File: config.mk
export PLATFORM = sky130hd
export DESIGN_NAME = resp_stream_parser_top
export DESIGN_NICKNAME = d
export VERILOG_FILES = /design/src/rtl/core/rsp_pkg.sv /design/src/rtl/core/resp_stream_parser_top.sv /design/src/rtl/core/rsp_front.sv /design/src/rtl/core/rsp_back.sv
export SDC_FILE = /design/constraint.sdc
export NUM_CORES = 1
export LEC_CHECK = 0
export BUFFER_PORTS_ARGS = -buffer_cell sky130_fd_sc_hd__buf_4
export CAP_MARGIN = 40
export CORE_MARGIN = 2
export CORE_UTILIZATION = 47
export CTS_BUF_LIST = sky130_fd_sc_hd__clkbuf_4 sky130_fd_sc_hd__clkbuf_8
export DETAILED_ROUTE_END_ITERATION = 12
export GPL_TIMING_DRIVEN = 1
export PLACE_DENSITY_LB_ADDON = 0.25
export SLEW_MARGIN = 20
export SYNTH_ARGS = -nofsm -noshare
export SYNTH_HDL_FRONTEND = slang
export SYNTH_SLANG_ARGS = --single-unit
export TNS_END_PERCENT = 50
File: constraint.sdc
create_clock -name i_clk -period 8.3 [get_ports i_clk]
set_input_delay 0.415 -clock i_clk [delete_from_list [all_inputs] [get_ports i_clk]]
set_output_delay 0.415 -clock i_clk [all_outputs]
set_load 0.03 [all_outputs]
File: src/rtl/core/rsp_pkg.sv
// rsp_pkg: types and constants shared by the RESP stream parser.
// No dependencies.
package rsp_pkg;

    typedef enum logic [2:0] {
        PH_TYPE    = 3'd0,
        PH_LEN     = 3'd1,
        PH_LINE    = 3'd2,
        PH_BULK    = 3'd3,
        PH_BULKEND = 3'd4,
        PH_ERROR   = 3'd5
    } t_phase;

    localparam logic [2:0] ET_ARRAY  = 3'd0;
    localparam logic [2:0] ET_BULK   = 3'd1;
    localparam logic [2:0] ET_SIMPLE = 3'd2;
    localparam logic [2:0] ET_ERROR  = 3'd3;
    localparam logic [2:0] ET_NULL   = 3'd4;

    localparam logic [2:0] ERR_NONE   = 3'd0;
    localparam logic [2:0] ERR_TYPE   = 3'd1;
    localparam logic [2:0] ERR_LENGTH = 3'd2;
    localparam logic [2:0] ERR_DEPTH  = 3'd3;
    localparam logic [2:0] ERR_NEG    = 3'd4;

    localparam logic [7:0] CH_STAR  = 8'h2A;
    localparam logic [7:0] CH_DOLLR = 8'h24;
    localparam logic [7:0] CH_PLUS  = 8'h2B;
    localparam logic [7:0] CH_MINUS = 8'h2D;
    localparam logic [7:0] CH_COLON = 8'h3A;
    localparam logic [7:0] CH_CR    = 8'h0D;
    localparam logic [7:0] CH_LF    = 8'h0A;
    localparam logic [7:0] CH_ZERO  = 8'h30;
    localparam logic [7:0] CH_NINE  = 8'h39;

    localparam logic [30:0] LEN_MAX = 31'h7FFF_FFFF;

    typedef struct packed {
        logic [7:0] stream_byte;
        logic       resync;
    } t_in;

    typedef struct packed {
        logic              payload_valid;
        logic [7:0]        payload_byte;
        logic              elem_start;
        logic [2:0]        elem_type;
        logic              elem_done;
        logic signed [31:0] length_value;
        logic [4:0]        nest_depth;
        logic              value_done;
        logic [2:0]        error_code;
        logic              last_of_run;
    } t_out;

    // queue entry: up to two results from one byte
    typedef struct packed {
        logic  two;
        t_out  r0;
        t_out  r1;
    } t_ent;

endpackage

File: src/rtl/core/resp_stream_parser_top.sv
// resp_stream_parser_top: RESP2 byte-stream parser, front parse engine plus result queue.
// Depends on rsp_pkg, rsp_front, rsp_back.
//
//  channel | signals                          | payload
//  in      | i_in_valid / o_in_ready          | rsp_pkg::t_in  (stream_byte, resync)
//  out     | o_out_valid / i_out_ready        | rsp_pkg::t_out (result fields)
//
// One byte per cycle enters while the two-entry queue has room; a byte with two
// results occupies the output for two beats. Array completions cascade in the
// same cycle through per-level "one left" flags. Reset clears parse state and
// the queue; the element-count stack holds no reset. Output stalls back up the
// queue and then the input.
module resp_stream_parser_top #(
    parameter int MAX_DEPTH = 16
) (
    input  logic          i_clk,
    input  logic          i_rst_n,
    input  logic          i_in_valid,
    input  rsp_pkg::t_in  i_in_data,
    output logic          o_in_ready,
    output logic          o_out_valid,
    output rsp_pkg::t_out o_out_data,
    input  logic          i_out_ready
);
    import rsp_pkg::*;

    logic push, space;
    t_ent ent;

    rsp_front #(.MAX_DEPTH(MAX_DEPTH)) u_front (
        .i_clk(i_clk), .i_rst_n(i_rst_n), .i_valid(i_in_valid), .i_data(i_in_data),
        .o_ready(o_in_ready), .o_push(push), .o_ent(ent), .i_space(space)
    );

    rsp_back u_back (
        .i_clk(i_clk), .i_rst_n(i_rst_n), .i_push(push), .i_ent(ent),
        .o_space(space), .o_valid(o_out_valid), .o_data(o_out_data),
        .i_ready(i_out_ready)
    );
endmodule

File: src/rtl/core/rsp_front.sv
// rsp_front: per-byte parse engine, produces at most one queue entry per byte.
// Depends on rsp_pkg.
module rsp_front #(
    parameter int MAX_DEPTH = 16
) (
    input  logic          i_clk,
    input  logic          i_rst_n,
    input  logic          i_valid,
    input  rsp_pkg::t_in  i_data,
    output logic          o_ready,
    output logic          o_push,
    output rsp_pkg::t_ent o_ent,
    input  logic          i_space
);
    import rsp_pkg::*;

    localparam int SPW = $clog2(MAX_DEPTH + 1);
    localparam int IW  = (MAX_DEPTH > 1) ? $clog2(MAX_DEPTH) : 1;

    t_phase      r_ph, n_ph;
    logic [2:0]  r_ty, n_ty;
    logic [30:0] r_acc, n_acc;
    logic        r_neg, n_neg;
    logic        r_dig, n_dig;
    logic [30:0] r_bulk, n_bulk;
    logic        r_cr, n_cr;
    logic [SPW-1:0] r_sp, n_sp;
    logic [2:0]  r_err, n_err;
    logic [30:0] r_stk [MAX_DEPTH];
    // cascade: levels with remaining==1 from top; kept as a per-level flag
    logic [MAX_DEPTH-1:0] r_one;

    logic        acc;
    logic [7:0]  b;
    logic        fin;
    logic        fin_vd;
    logic [SPW-1:0] fin_sp;
    logic        push_stk;
    logic [34:0] prod;
    logic [3:0]  dv;
    logic        n_dec;
    t_out        e0, e1;
    logic        two, any;

    assign o_ready = i_space;
    assign acc = i_valid & i_space;
    assign b = i_data.stream_byte;

    // completion cascade: pop all consecutive "one left" levels from the top
    always_comb begin
        fin_sp = r_sp;
        for (int k = MAX_DEPTH - 1; k >= 0; k--) begin
            if (fin_sp == SPW'(k + 1) && r_one[k]) fin_sp = SPW'(k);
        end
        fin_vd = (fin_sp == '0);
    end

    always_comb begin
        n_ph = r_ph; n_ty = r_ty; n_acc = r_acc; n_neg = r_neg; n_dig = r_dig;
        n_bulk = r_bulk; n_cr = r_cr; n_sp = r_sp; n_err = r_err;
        fin = 1'b0; push_stk = 1'b0; n_dec = 1'b0;
        e0 = '0; e1 = '0; two = 1'b0; any = 1'b0;
        dv = 4'(b - CH_ZERO);
        // acc*10 + digit, wide enough to see the overflow past LEN_MAX
        prod = {1'b0, r_acc, 3'b0} + {3'b0, r_acc, 1'b0} + 35'(dv);
        case (r_ph)
            PH_TYPE: begin
                n_acc = '0; n_neg = 1'b0; n_dig = 1'b0; n_cr = 1'b0;
                any = 1'b1;
                e0.elem_start = 1'b1;
                case (b)
                    CH_STAR:  begin n_ty = ET_ARRAY;  n_ph = PH_LEN;  end
                    CH_DOLLR: begin n_ty = ET_BULK;   n_ph = PH_LEN;  end
                    CH_PLUS, CH_COLON: begin n_ty = ET_SIMPLE; n_ph = PH_LINE; end
                    CH_MINUS: begin n_ty = ET_ERROR;  n_ph = PH_LINE; end
                    default: begin
                        n_err = ERR_TYPE; n_ph = PH_ERROR; e0.elem_start = 1'b0;
                    end
                endcase
                if (n_ph != PH_ERROR) e0.elem_type = n_ty;
            end
            PH_LEN: begin
                if (r_cr) begin
                    any = 1'b1;
                    n_cr = 1'b0;
                    if (b != CH_LF || !r_dig) begin
                        n_err = ERR_LENGTH; n_ph = PH_ERROR;
                    end else if (r_ty == ET_ARRAY) begin
                        if (r_neg || r_acc == '0) begin
                            n_ph = PH_TYPE; fin = 1'b1; e0.elem_done = 1'b1;
                            e0.value_done = fin_vd;
                        end else if (r_sp >= SPW'(MAX_DEPTH)) begin
                            n_err = ERR_DEPTH; n_ph = PH_ERROR;
                        end else begin
                            push_stk = 1'b1; n_sp = r_sp + 1'b1; n_ph = PH_TYPE;
                            e0.elem_done = 1'b1;
                            e0.length_value = {1'b0, r_acc};
                        end
                    end else if (r_neg && r_acc != '0) begin
                        if (r_acc != 31'd1) begin
                            n_err = ERR_NEG; n_ph = PH_ERROR;
                        end else begin
                            n_ph = PH_TYPE; fin = 1'b1;
                            e0.elem_type = ET_NULL; e0.elem_done = 1'b1;
                            e0.length_value = -32'sd1;
                            e0.value_done = fin_vd;
                        end
                    end else begin
                        any = 1'b0;
                        if (r_acc == '0) n_ph = PH_BULKEND;
                        else begin n_bulk = r_acc; n_ph = PH_BULK; end
                    end
                end else if (b == CH_CR) begin
                    n_cr = 1'b1;
                end else if (b == CH_MINUS && !r_dig && !r_neg) begin
                    n_neg = 1'b1;
                end else if (b inside {[CH_ZERO:CH_NINE]}) begin
                    if (prod > 35'(LEN_MAX)) begin
                        any = 1'b1; n_err = ERR_LENGTH; n_ph = PH_ERROR;
                    end else begin
                        n_acc = prod[30:0];
                        n_dig = 1'b1;
                    end
                end else begin
                    any = 1'b1; n_err = ERR_LENGTH; n_ph = PH_ERROR;
                end
            end
            PH_LINE: begin
                e0.elem_type = r_ty; e1.elem_type = r_ty;
                if (r_cr) begin
                    any = 1'b1;
                    if (b == CH_LF) begin
                        n_cr = 1'b0; n_ph = PH_TYPE; fin = 1'b1;
                        e0.elem_done = 1'b1; e0.value_done = fin_vd;
                    end else begin
                        e0.payload_valid = 1'b1; e0.payload_byte = CH_CR;
                        if (b != CH_CR) begin
                            n_cr = 1'b0; two = 1'b1;
                            e1.payload_valid = 1'b1; e1.payload_byte = b;
                        end
                    end
                end else if (b == CH_CR) begin
                    n_cr = 1'b1;
                end else begin
                    any = 1'b1; e0.payload_valid = 1'b1; e0.payload_byte = b;
                end
            end
            PH_BULK: begin
                any = 1'b1;
                e0.payload_valid = 1'b1; e0.payload_byte = b; e0.elem_type = ET_BULK;
                n_bulk = (r_bulk != '0) ? r_bulk - 1'b1 : r_bulk;
                if (n_bulk == '0) n_ph = PH_BULKEND;
            end
            PH_BULKEND: begin
                if (r_cr && b == CH_LF) begin
                    any = 1'b1; n_cr = 1'b0; n_ph = PH_TYPE; fin = 1'b1;
                    e0.elem_type = ET_BULK; e0.elem_done = 1'b1;
                    e0.length_value = {1'b0, r_acc}; e0.value_done = fin_vd;
                end else begin
                    n_cr = (b == CH_CR);
                end
            end
            default: begin
                n_ph = PH_ERROR; any = 1'b1;
            end
        endcase
        if (fin) begin
            n_sp = fin_sp;
            n_dec = !fin_vd;
        end
        if (n_ph == PH_ERROR) begin
            e0 = '0; two = 1'b0;
        end
        e0.nest_depth = 5'(n_sp); e0.error_code = n_err;
        e1.nest_depth = 5'(n_sp); e1.error_code = n_err;
        e0.last_of_run = !two; e1.last_of_run = 1'b1;
    end

    always_ff @(posedge i_clk) begin
        if (!i_rst_n) begin
            r_ph <= PH_TYPE; r_ty <= '0; r_acc <= '0; r_neg <= 1'b0; r_dig <= 1'b0;
            r_bulk <= '0; r_cr <= 1'b0; r_sp <= '0; r_err <= ERR_NONE;
            r_one <= '0;
        end else if (acc) begin
            if (i_data.resync) begin
                r_ph <= PH_TYPE; r_ty <= '0; r_acc <= '0; r_neg <= 1'b0;
                r_dig <= 1'b0; r_bulk <= '0; r_cr <= 1'b0; r_sp <= '0;
                r_err <= ERR_NONE;
            end else begin
                r_ph <= n_ph; r_ty <= n_ty; r_acc <= n_acc; r_neg <= n_neg;
                r_dig <= n_dig; r_bulk <= n_bulk; r_cr <= n_cr; r_sp <= n_sp;
                r_err <= n_err;
                if (push_stk) r_one[IW'(r_sp)] <= (r_acc == 31'd1);
                if (n_dec) r_one[IW'(fin_sp - 1'b1)] <=
                    (r_stk[IW'(fin_sp - 1'b1)] == 31'd2);
            end
        end
    end

    always_ff @(posedge i_clk) begin
        if (acc && !i_data.resync) begin
            if (push_stk) r_stk[IW'(r_sp)] <= r_acc;
            if (n_dec) r_stk[IW'(fin_sp - 1'b1)] <= r_stk[IW'(fin_sp - 1'b1)] - 1'b1;
        end
    end

    assign o_push = acc & !i_data.resync & any;
    assign o_ent  = '{two: two, r0: e0, r1: e1};
endmodule

File: src/rtl/core/rsp_back.sv
// rsp_back: two-entry queue of per-byte results, drains one result per beat.
// Depends on rsp_pkg.
module rsp_back (
    input  logic          i_clk,
    input  logic          i_rst_n,
    input  logic          i_push,
    input  rsp_pkg::t_ent i_ent,
    output logic          o_space,
    output logic          o_valid,
    output rsp_pkg::t_out o_data,
    input  logic          i_ready
);
    import rsp_pkg::*;

    t_ent r_q [2];
    logic r_wp, r_rp, n_wp, n_rp;
    logic [1:0] r_cnt, n_cnt;
    logic r_half, n_half;
    logic pop;

    assign o_valid = (r_cnt != 2'd0);
    assign o_data  = r_half ? r_q[r_rp].r1 : r_q[r_rp].r0;
    assign pop     = o_valid && i_ready && (r_half || !r_q[r_rp].two);
    // space when a slot is free or the head retires this cycle
    assign o_space = (r_cnt != 2'd2) || pop;

    always_comb begin
        n_wp = r_wp; n_rp = r_rp; n_half = r_half; n_cnt = r_cnt;
        if (o_valid && i_ready) begin
            if (pop) begin n_rp = !r_rp; n_half = 1'b0; end
            else n_half = 1'b1;
        end
        if (i_push) n_wp = !r_wp;
        n_cnt = r_cnt + 2'(i_push) - 2'(pop);
    end

    always_ff @(posedge i_clk) begin
        if (!i_rst_n) begin
            r_wp <= 1'b0; r_rp <= 1'b0; r_cnt <= '0; r_half <= 1'b0;
        end else begin
            r_wp <= n_wp; r_rp <= n_rp; r_cnt <= n_cnt; r_half <= n_half;
        end
    end

    always_ff @(posedge i_clk) begin
        if (i_push) r_q[r_wp] <= i_ent;
    end
endmodule

# Word-level counts from Yosys, hierarchy flattened
# Memories as Yosys holds them, arrays and structs flattened. A register that Yosys moved wholly into a read port is not among the register bits.
# Cells that the tools add are included.
# W data, S select, Z words.
# totals
reg_bits,100
ramBits,650
wordCells,336
memories,2
# op_classes
add_sub_neg,9
n_lt_le_gt_ge,8
n_eq_ne,46
mux,191
bitwise_logic,4
reduce_logical,62
# memory_table
memory,words,word_bits,rd,rd_clocked_by_memory_dff,write_ports,line,rtl
u_front.r_stk,16,31,1,0,1,rsp_front.sv:29,logic [30:0] r_stk [MAX_DEPTH];
u_back.r_q,2,77,1,1,1,rsp_back.sv:15,t_ent r_q [2];
# ops
op,n
$mux W31,14
$mux W36,4
$pmux W31 S2,2
$mux W5,24
$mux W56,2
$mux W3,36
$mux W16,5
$mux W1,74
$mux W33,2
$pmux W32 S2,1
$mux W9,7
$logic_not A31 Y1,2
$reduce_bool A31 Y1,2
$sub A31 B1 Y31 const B,2
$eq A5 B4 Y1 const B,8
$eq A8 B6 Y1 const B,5
$add A34 B32 Y35,1
$add A35 B4 Y35,1
$gt A35 B31 Y1 const B,1
$mux W34,1
$bwmux W16,2
$mux W32,1
$eq A31 B1 Y1 const B,1
$eq A31 B2 Y1 const B,1
other kinds (48),121

# Logic depth before layout (Yosys ltp)
# logic_depth
depth_word,56
depth_mapped,34
depth_no_buf,27

# By module
# Synthesis repeated with hierarchy kept, for this count alone.
# unflattened
cells_unflattened,2528
hier_area_um2,37492.2
# modules_own_cells
mod,n_inst,cells_per_inst,area_each_um2,seq_area_each_um2
rsp_front,1,2199,29005.3,16796.1
rsp_back,1,329,8486.9,6906.6

# Least setup slack after synthesis
# No wires, ideal clock.
# synth_path
path_kind,register -> register
startpoint,register u_front.r_sp[1]
endpoint,memory u_front.r_stk[0][19] (data pin)
arrival_time_ps,8195
setup_slack_ps,-236
stages_incl_launch_ff,34
path_buffers,8
synth_period_minus_slack_ps,8536
cell_sequence,dfxtp_1 -> inv_1 -> ha_1 -> and4bb_1 -> and2_1 -> buf_2 -> o32ai_1 -> or2_2 -> a41oi_2 -> a211o_1 -> a32oi_2 -> or3_1 -> o311ai_2 -> a211oi_1 -> nor3_4 -> inv_2 -> buf_6 -> buf_4 -> buf_2 -> clkbuf_1 -> ha_1 -> clkbuf_1 -> nor3_1 -> o311ai_1 -> o211ai_1 -> clkbuf_1 -> a22o_1 -> a221o_1 -> nor4_4 -> nand3_2 -> nor3_4 -> buf_6 -> a21oi_1 -> o31ai_1
# synth_via
elab_chain_len,56
# synth_lines
item,line,rtl
start: declaration,rsp_front.sv:27,"logic [SPW-1:0] r_sp, n_sp;"
start signal: assignment,rsp_front.sv:191,r_dig <= n_dig; r_bulk <= n_bulk; r_cr <= n_cr; r_sp <= n_sp;
$eq A5 B5 Y1,rsp_front.sv:53,if (fin_sp == SPW'(k + 1) && r_one[k]) fin_sp = SPW'(k);
$logic_and A1 B1 Y1,rsp_front.sv:53,
$mux W5 (*),rsp_front.sv:53,
$eq A5 B4 Y1,rsp_front.sv:53,
$logic_and A1 B1 Y1,rsp_front.sv:53,
$mux W5 (*),rsp_front.sv:53,
$eq A5 B4 Y1,rsp_front.sv:53,
$logic_and A1 B1 Y1,rsp_front.sv:53,
[... 34 more ...],n/a,
$eq A5 B2 Y1,rsp_front.sv:53,
$logic_and A1 B1 Y1,rsp_front.sv:53,
$mux W5 (*),rsp_front.sv:53,
$eq A5 B1 Y1,rsp_front.sv:53,
$logic_and A1 B1 Y1,rsp_front.sv:53,
$mux W5 (*),rsp_front.sv:53,
branches (longest 7 deep; another with $mem_v2 Z16 W31),n/a,
$mux W31 (no source line) (*),n/a,
end: declaration,rsp_front.sv:29,
# Mark *: on every way between the ends.

# Worst setup path after layout
# layout_path
startpoint,register u_front.r_sp[1]
endpoint,memory u_front.r_stk[12][30] (data pin)
# The elaborated chain is that of the path after synthesis.

==> impl_metrics.json <==
{
  "drc": 0,
  "cts-root-buf": "clkbuf_8",
  "synth_xor_area_share_pct": 1.39,
  "nets": 2743,
  "yosysTopAreaCell": "edfxtp_1",
  "drt_iter0_markers": 2164,
  "n_fill_cell": 5939,
  "postRouteAntennaNets": 0,
  "synth_compound_area_share_pct": 10.0,
  "critPathKind": "flop to flop",
  "postSynthCellCount": 2500,
  "cpPeakStageDelay_ns": 0.49,
  "synthDistinctLibCells": 89,
  "synth_edf_count": 634,
  "dp_hpwl_um": 52900,
  "worst-path-max-fanout": 17,
  "clk_pin_slew_ns": 0.06,
  "cts_tree": "yes",
  "drv_cap": 0,
  "synthTopCellsByArea": "edfxtp_1 56%, mux4_2 8.7%, dfxtp_1 5.9%",
  "final_area_sq_mm": 0.0389,
  "hold_path_class": "primary input to flop",
  "via_per_inst": 6.02,
  "drt_pass1_iterations": 5,
  "antenna_found_initial": 1,
  "cp-endpoint": "u_front.r_stk[12][30]",
  "h-tree-depth": 3,
  "slowest_stage": "dfxtp_1",
  "grt_usage_pct": 23.0,
  "areaGrowthSynthToFinish_pct": 14.3,
  "synthMuxAreaShare_pct": 10.8,
  "dieArea_sq_mm": 0.0745,
  "synth_fa_ha_area_share_pct": 2.84,
  "grt_pass1_wl_um": 132000,
  "wire_per_inst_um": 23.2,
  "drive_gt1_share_pct": 20.3,
  "finClkSkew_ns": 0.0418,
  "r2r_start": "u_front.r_sp[1]",
  "syn_avg_cell_area_sq_um": 13.6,
  "maxSlewHeadroom_pct": 42.1,
  "startpoint_type": "flop",
  "overflow": 0,
  "fp.dieH_um": 273,
  "synth_top_family_by_area": "multiplexers",
  "yosys_warnings": 0,
  "yosysTopAreaCellShare_pct": 56.0,
  "row_count": 98,
  "portBuffers": 70,
  "drv_slew": 0,
  "leakage_nw": 13.6,
  "diodes": 0,
  "worst-r2r-cell-count": 31,
  "vias": 22300,
  "finalSetupViolCount": 0,
  "startpoint": "u_front.r_sp[1]",
  "clk_latency_ns": 0.75,
  "dieWidth_um": 273,
  "setup.worst_path.end_class": "flop",
  "r2r_end": "u_front.r_stk[12][30]",
  "outcome": "completed",
  "grt_pass1_vias": 21800,
  "multi_input_area_sq_mm": 0.0124,
  "fin_crit_ns": 7.86,
  "clock_path_buffers": 3,
  "grt_max_degree": 70,
  "post-synth-top-count-cell": "edfxtp_1",
  "finalHoldViolations": 0,
  "wirelength_um": 86000,
  "ioPinCount": 71,
  "tightest_slew_ns": 0.863,
  "core-area_sq_mm": 0.0716,
  "ys_seq_elements": 735,
  "min_from": "i_in_data[8]",
  "cts_buffers": 115,
  "powerDensity_mw_per_mm2": 204,
  "crit_top_cell": "buf_4",
  "synthSimpleGateAreaFrac_pct": 10.8,
  "min_period_over_period_pct": 94.7,
  "ys_seq_area_share_pct": 61.9,
  "r2r_slack_ns": 0.44,
  "required_ns": 8.87,
  "placed_cell_area_sq_mm": 0.0364,
  "synth_fp_nets": 2589,
  "synthTopCellsByCount": "634 x edfxtp_1, 246 x nor2_1, 233 x nand2_1, 131 x mux4_2, 102 x clkbuf_1",
  "rsz0062_at_grt": "no",
  "async_flop_share_pct": 0,
  "clock_sinks": 735,
  "ir_drop_mv": 0.158,
  "synth_area_sq_mm": 0.0340,
  "fmax_mhz": 127,
  "fin_setup_tns_ns": 0,
  "globalplace.congestion": 0.925,
  "initial_core_util_pct": 47.5,
  "register_area_sq_mm": 0.0211,
  "synth_ff_type": "edfxtp_1",
  "crit_arrival_ns": 8.43
}
[cell families after synthesis]
family / Yosys count
AOI/OAI and AO/OA: 474
xor gates and xnor gates: 54
adders and majority gates: 76
buffers and inverters: 183
DFF: 735
muxes: 203
and+or+nand+nor: 775
[worst max-delay path: cells and delay by family, from the launching register on]
family                     cells  cell delay [ns]
adders and majority gates      2             0.49
and+or+nand+nor                9             2.31
DFF                            1             0.49
buffers and inverters          8             1.46
AOI/OAI and AO/OA             12             2.94
[cell type report]
| cell class | count | share of cell area, % |
|---|---|---|
| flip-flops and latches | 735 | 54.2 |
| clock inverters | 56 | 0.975 |
| inverters | 47 | 0.473 |
| repair buffers | 173 | 4.33 |
| clock buffers | 160 | 5.08 |
| multi-input cells | 1582 | 31.9 |
| well taps | 950 | 3.06 |
[what timing repair did]
action	in CTS	in global routing
endpoints found under the hold margin	5	0
buffers inserted	0	4
resized for setup	0	6
hold buffers	2	0
endpoints found under the setup margin	0	118
[layer usage]
layer	track usage [%]	vias to the layer above	share of wire, %	routed length (um)
met5	0	-	0	0
met4	6.99	0	2.6	2220
met3	4.66	156	7.6	6570
met2	36.5	898	47	40500
met1	32.1	11200	43	36700
li1	-	10100	-	-
[worst min path at each step]
stage / end / cells after the start
finish: u_back.r_q[0][74] / 2
global route: u_back.r_q[0][74] / 2
CTS: u_back.r_q[0][74] / 2
detailed placement: u_front.r_bulk[12] / 2
global placement: u_front.r_bulk[12] / 2
floorplan: u_back.r_wp / 2
[through the flow]
step | power [mW] | cells | util (%) | hold slack (ns) | setup slack (ns)
global route | 8.24 | 3703 | 54.3 | 0.0278 | 0.0390
CTS | 8.02 | 3694 | 54.1 | 0.00842 | 0.169
floorplan | 4.66 | 2500 | - | 0.451 | -0.233
detailed placement | 4.96 | 3476 | 50.8 | 0.489 | 0.168
finish | 7.94 | 3703 | 54.3 | 0.0552 | 0.441
global placement | 4.93 | 3462 | 50.6 | 0.471 | 0.425
[cell usage in the layout, fill, tap and decap left out, types with 12 or more instances in the layout]
cell type | netlist | final
and2_1 | 33 | 33
nand3_1 | 35 | 34
o31ai_1 | 19 | 17
nor2b_1 | 19 | 19
o21ai_0 | 97 | 96
a211oi_1 | 16 | 16
xnor2_1 | 39 | 39
inv_1 | 45 | 45
a31oi_1 | 12 | 12
buf_4 | 4 | 131
or3_1 | 13 | 13
a22o_1 | 28 | 28
nor3_1 | 75 | 74
clkbuf_4 | 0 | 38
nand2b_1 | 17 | 17
a21o_1 | 12 | 12
nor4_1 | 26 | 26
clkbuf_8 | 0 | 124
a221o_1 | 44 | 44
nor2_1 | 246 | 228
xor2_1 | 15 | 15
a22oi_1 | 49 | 49
mux2_2 | 12 | 12
a21oi_1 | 80 | 80
mux4_2 | 131 | 131
nor2_4 | 0 | 18
nand2_1 | 233 | 232
nand4_1 | 13 | 13
edfxtp_1 | 634 | 634
mux2i_1 | 60 | 60
buf_12 | 0 | 27
ha_1 | 74 | 73
clkinv_1 | 0 | 35
dfxtp_1 | 101 | 99
and3_1 | 26 | 26
[registers in the layout, summed over array words and instances (netlist names), named ones only]
signal and count:
u_front.r_stk 496, u_back.r_q 138, u_front.r_acc 31, u_front.r_bulk 31
u_front.r_one 16, u_front.r_sp 5, u_front.r_err 3, u_front.r_ph 3
u_front.r_ty 3, u_back.r_cnt 2, u_back.r_half 1, u_back.r_rp 1
u_back.r_wp 1, u_front.r_cr 1, u_front.r_dig 1, u_front.r_neg 1
[power breakdown]
part / switching [mW] / internal [mW] / total, mW
sequential: 0.0352 / 4.03 / 4.07
combinational: 0.508 / 0.293 / 0.801
clock: 1.43 / 1.65 / 3.07
Power figures use the tool's default switching activity.
